## src/rtl/energy_beat_detector_bpm_top_defines.svh

```systemverilog
// Assertion macros for the energy beat detector.
// Included by modules that carry concurrent checks; no other dependencies.
`ifndef ENERGY_BEAT_DETECTOR_BPM_TOP_DEFINES_SVH
`define ENERGY_BEAT_DETECTOR_BPM_TOP_DEFINES_SVH
`ifndef SYNTHESIS
`define EBD_ASSERT_IMPL(lbl, clk, rst, ante, cons, msg) \
  lbl: assert property (@(posedge clk) disable iff (rst) (ante) |-> (cons)) \
    else $error(msg);
`define EBD_ASSERT_NEXT(lbl, clk, rst, ante, cons, msg) \
  lbl: assert property (@(posedge clk) disable iff (rst) (ante) |=> (cons)) \
    else $error(msg);
`else
`define EBD_ASSERT_IMPL(lbl, clk, rst, ante, cons, msg)
`define EBD_ASSERT_NEXT(lbl, clk, rst, ante, cons, msg)
`endif
`endif

```

## src/rtl/ebd_div.sv

```systemverilog
// Restoring divider, one quotient bit per cycle.
// Stand-alone; used by the top level for the tempo quotient.
module ebd_div #(
  parameter int unsigned NUM_W = 35,
  parameter int unsigned DEN_W = 29
) (
  input  logic             clk,
  input  logic             rst,
  input  logic             start,
  input  logic [NUM_W-1:0] num,
  input  logic [DEN_W-1:0] den,
  output logic             done,
  output logic [NUM_W-1:0] quot
);

  localparam int unsigned CNT_W = $clog2(NUM_W + 1);

  logic             busy;
  logic [CNT_W-1:0] cnt;
  logic [DEN_W-1:0] rem;
  logic [NUM_W-1:0] quo;
  logic [DEN_W-1:0] dvs;
  logic [DEN_W:0]   trial;
  logic [DEN_W:0]   diff;
  logic             fits;

  assign trial = {rem, quo[NUM_W-1]};
  assign fits  = trial >= {1'b0, dvs};
  assign diff  = trial - {1'b0, dvs};
  assign quot  = quo;

  always_ff @(posedge clk) begin
    if (rst) begin
      busy <= 1'b0;
      done <= 1'b0;
      cnt  <= '0;
    end else begin
      done <= 1'b0;
      if (start) begin
        busy <= 1'b1;
        cnt  <= CNT_W'(NUM_W);
      end else if (busy) begin
        cnt <= cnt - 1'b1;
        if (cnt == CNT_W'(1)) begin
          busy <= 1'b0;
          done <= 1'b1;
        end
      end
    end
  end

  always_ff @(posedge clk) begin
    if (start) begin
      rem <= '0;
      quo <= num;
      dvs <= den;
    end else if (busy) begin
      rem <= fits ? diff[DEN_W-1:0] : trial[DEN_W-1:0];
      quo <= {quo[NUM_W-2:0], fits};
    end
  end

endmodule

```

## config.mk

```make
export PLATFORM = sky130hd
export DESIGN_NAME = ebd_div
export DESIGN_NICKNAME = d
export VERILOG_FILES = /design/src/rtl/energy_beat_detector_bpm_top_defines.svh /design/src/rtl/ebd_div.sv
export SDC_FILE = /design/constraint.sdc
export NUM_CORES = 1
export LEC_CHECK = 0
export ABC_AREA = 0
export BUFFER_PORTS_ARGS = -buffer_cell sky130_fd_sc_hd__clkbuf_2
export CORE_MARGIN = 2
export CORE_UTILIZATION = 61
export CTS_CLUSTER_DIAMETER = 150
export CTS_CLUSTER_SIZE = 8
export DETAILED_ROUTE_END_ITERATION = 10
export PLACE_DENSITY = 0.91
export RECOVER_POWER = 100
export SKIP_CTS_REPAIR_TIMING = 1
export SYNTH_ARGS = -nofsm -noshare
export SYNTH_HDL_FRONTEND = slang
export SYNTH_SLANG_ARGS = --single-unit
```

## constraint.sdc

```tcl
create_clock -name clk -period 6.65 [get_ports clk]
set_clock_uncertainty 0.2 [all_clocks]
set_input_delay 1.33 -clock clk [delete_from_list [all_inputs] [get_ports clk]]
set_output_delay 1.33 -clock clk [all_outputs]
set_load 0.02 [all_outputs]
```

* Word-level counts from Yosys, hierarchy flattened
Index checks and enable logic that the tools add are counted.
Storage, ports and cells: bits in registers 101, bits of input ports 67
Operators by class: add/sub/neg operators 2, magnitude comparators 1, equality and inequality tests 1, multiplexer cells 9, bitwise operators 1, reductions and logical operators 3
Operators with widths (number):
- $mux 35 | 2
- $ge 30x29->1 | 1
- $mux 29 | 1
- $sub 29x29->29 | 1
- $mux 6 | 2
- $eq 6x1->1 const B | 1
- $sub 6x1->6 const B | 1
- $mux 1 | 4
- $reduce_or 3->1 | 1
- $reduce_bool 2->1 | 1
- $reduce_or 2->1 | 1
- $not 1->1 | 1

* Logic depth before layout (Yosys ltp)
depth in word-level cells 4, depth in mapped cells 14

* Least setup slack after synthesis
Ideal clock, no wire load.
path type register to register, start reg quo[34], in the netlist quot[34], end reg quo[0], in the netlist quot[0], data pin, arrival time 2751 ps, path slack 3439 ps, cell stages (with the launch flop) 14, clock period less this slack 3211 ps, cell sequence edfxtp_1 inv_1 ha_1 inv_1 fa_1 a21oi_1 o221ai_1 o221ai_2 a31oi_1 o21ai_1 o211ai_2 buf_6 buf_4 mux2_2
Between the ends: cells in the longest elaborated chain, start to end 3
Ends and longest elaborated chain:
- start: declaration | RTL line ebd_div.sv:21 | logic [NUM_W-1:0] quo;
- start signal: assignment | RTL line ebd_div.sv:55 | quo <= num;
- start signal: assignment | RTL line ebd_div.sv:59 | quo <= {quo[NUM_W-2:0], fits};
- $ge 30x29->1 | RTL line ebd_div.sv:28 | assign fits = trial >= {1'b0, dvs};
- $mux 35 | RTL line ebd_div.sv:57 | end else if (busy) begin
- $mux 35 | RTL line ebd_div.sv:53 | if (start) begin
Every way passes these cells. The select of a mux whose other input is x is not followed. A chain may end at the register's enable or synchronous reset.

* Final worst setup path
start reg quo[34], in the netlist quot[34], end reg rem[3]
Between the ends: cells in the longest elaborated chain, start to end 2
Ends and longest elaborated chain:
- $sub 29x29->29 or $ge 30x29->1 (tied branches) | RTL line ebd_div.sv:29, ebd_div.sv:28
- $mux 29 * | RTL line ebd_div.sv:58 | rem <= fits ? diff[DEN_W-1:0] : trial[DEN_W-1:0];
- end signal: assignment | RTL line ebd_div.sv:58
- end: declaration | RTL line ebd_div.sv:20 | logic [DEN_W-1:0] rem;
Every way passes the cells marked *; elsewhere a longest branch is shown, timed or not.

==> reports/metrics.csv <==
stage,metric,value,unit
timing,FMAX,208.9,MHz
routing,drt initial violations,192,
yosys,sequential-to-total area share from yosys stat,46.14,%
die,row cnt,35,
timing,Slew HR,-46.51,%
setup_path,critical path peak fanout,18,
grt,vias in the first global route,4651,
cts,"Clk Latency, worst-skew pair",0.40,ns
setup_path,crit path DAT,4.84,ns
die,Initial Utilization,62.75,%
placed_design,number of port buffers,102,
die,Core ar.,9196,sq um
cells_and_area,Reg area,2663,sq um
timing,fin crit period,4.787,ns
timing,Slew Limit Fails,49,
timing,final period utilization,71.99,%
setup_path,required time at the worst-slack endpoint,6.71,ns
timing,slew at the pin closest to its max-slew limit,2.198,ns
yosys,cells after synthesis,556,
grt,Overflow after GRT,0,
job,max_cap viols,1,
routing,Pre-antenna DRT Iters,5,
yosys,Ys Warns,0,
routing,vias,4571,
cells_and_area,share of layout cells above drive strength 1,18.81,%
cts,root buffer cell,clkbuf_8,
yosys,main flop type after synthesis,edfxtp_1,
cts,clock-pin slew on the worst setup and hold paths,0.12,ns
cells_and_area,"commonest cells after routing, fill and taps aside","64 x edfxtp_1, 64 x clkbuf_2, 54 x nor2_1, 41 x inv_1, 40 x clkbuf_1",
die,die span in x,101.3,um
yosys,synthesized area per cell,10.38,sq um
cts,Max Buffers Root-to-Sink,2,
cells_and_area,synthesis-to-layout area growth,12.42,%
routing,Routed WL per cell,17.03,um
cts,H-Tree Depth,3,
outcome,failing checks,"max-capacitance violations, max-slew violations",
timing,Hold Slack,0.2985,ns
placed_design,HPWL after DPL,9396,um
routing,post-route ant nets,0,
cells_and_area,"non-filler cells, final",765,
yosys,Async SR Flop Fraction,0,%
grt,GRT Total Usage,26.74,%
power_and_ir_drop,worst ir drop on vdd,0.1476,mV
die,Top Ports,103,
yosys,#FFs+latches synth,101,
setup_path,critical path startpoint category,flip-flop,
cells_and_area,fillers,683,
power_and_ir_drop,Pleak,2.625,nW
routing,final wirelength,13030,um
grt,initial antenna violation count,0,
cts,CTS Buf Count,9,
die,die area,10250,sq um
outcome,status,"finished, violations left",
timing,# setup viols final,0,
die,die height,101.3,um
timing,setup tns final,0,ns
routing,# DRC,0,
cells_and_area,n_diodes,0,
setup_path,kind of critical path,flip-flop to flip-flop,
cts,CTS sink cnt,101,
power_and_ir_drop,total power,1.500,mW
cells_and_area,multi-input logic area,2811,sq um
placed_design,Inst Count DP,748,
yosys,syn nets,655,
timing,"Hold Vio Cnt, Final",0,
grt,first-pass GRT wire length,21700,um
power_and_ir_drop,power per cell area,231.2,nW/um^2
cts,TritonCTS clock tree,yes,
cells_and_area,Nets,748,
placed_design,GP Congestion,0.9207,
yosys,post-synthesis cell area,5771,sq um
timing,RSZ-0062 raised after global routing,false,
setup_path,Worst setup EP type,flip-flop,
yosys,library cells used by synthesis,62,
grt,largest net degree at the start of global routing,51,
yosys,Post-synth EDFFs,64,
min_path,HP Class,flip-flop to flip-flop,
routing,Via density,5.975,
==> sequential cells by signal, indices dropped and copies added, names as in the netlist <==
register	count
quot	35
rem	29
dvs	29
cnt	6
busy	1
done	1
==> per-layer routing <==
metal,GRT usage [%],wire [um],vias to the layer above
li1,-,-,2212
met1,33.39,5611,2181
met2,45.44,6400,144
met3,5.935,677,34
met4,10.29,342,0
met5,0,0,-
==> stage by stage <==
step	area (sq um)	setup slack [ns]	utilization, %
2_1_floorplan	5771	3.439	-
3_3_place_gp	6321	3.055	68.73
3_5_place_dp	6321	2.967	68.73
4_1_cts	6529	2.951	70.99
5_1_grt	6487	1.564	70.54
6_report	6487	1.863	70.54
==> path summary, 6_finish.rpt <==
path         depth (start not counted)     start  slack [ns]      to
max                                 13  quot[34]        1.86  rem[3]
min                                  2    rem[2]        0.30  rem[2]
min reg2reg                          2    rem[2]        0.30  rem[2]
max reg2reg                         13  quot[34]        1.86  rem[3]
==> cells in the mapped netlist, types with 3 or more instances <==
library cell	n	area, sq um
buf_1	5	18.77
a31oi_1	5	31.28
ha_1	31	387.9
xor2_1	13	113.9
nand2b_1	3	18.77
dfxtp_1	37	740.7
clkbuf_1	11	41.29
a211oi_1	17	127.6
mux2i_1	22	220.2
a21oi_1	34	170.2
o21ai_0	14	70.07
o21bai_1	3	22.52
nand2_1	39	146.4
nor4_1	4	25.02
a21boi_0	3	22.52
mux2_2	35	394.1
inv_1	41	153.9
a21o_1	10	75.07
nand3_1	9	45.04
buf_2	5	25.02
nor2b_1	3	18.77
xnor2_1	17	148.9
and3_1	4	25.02
o21ai_1	9	45.04
a22oi_1	4	30.03
edfxtp_1	64	1922
nor3_1	7	35.03
nor2_1	54	202.7
o31ai_1	4	30.03
nand4_1	5	31.28
==> critical path, cell delays in order, from the launching register on <==
cell      delay, ns
edfxtp_1       0.36
inv_1          0.06
ha_1           0.21
inv_1          0.07
fa_1           0.22
a21oi_1        0.08
o221ai_1       0.36
o221ai_1       0.21
a31oi_1        0.19
o21ai_0        0.14
o211ai_1       1.05
clkbuf_1       0.89
mux2i_1        0.23
a211oi_1       0.35
==> final cells by class <==
type,instances,share of cell area [%]
well taps,111,2.141
inverters,41,2.372
repair buffers,107,7.907
flip-flops and latches,101,41.04
clock inverters,7,1.292
clock buffers,9,1.909
multi-input cells,389,43.34
==> cell families (layout without fill, tap and decap cells) <==
kind of cell             count (synthesis)  in the layout  synth area share, %
multiplexers                            57             57                10.65
flip-flops                             101            101                46.14
XOR/XNOR                                30             30                4.553
AO/OA/AOI/OAI                          127            127                14.94
adder cells (fa/ha/maj)                 32             32                7.068
buffers and inverters                   66            164                4.944
AND/OR/NAND/NOR                        143            143                11.71
==> report_power, final <==
| part | internal [mW] | total, mW | switching, mW | leakage, nW |
|---|---|---|---|---|
| Sequential | 0.724 | 0.753 | 0.0289 | 0.939 |
| Clock | 0.152 | 0.406 | 0.254 | 0.105 |
| Combinational | 0.134 | 0.341 | 0.207 | 1.58 |
| Total | 1.01 | 1.50 | 0.489 | 2.63 |
No activity file was read; power rests on OpenSTA's default activity.
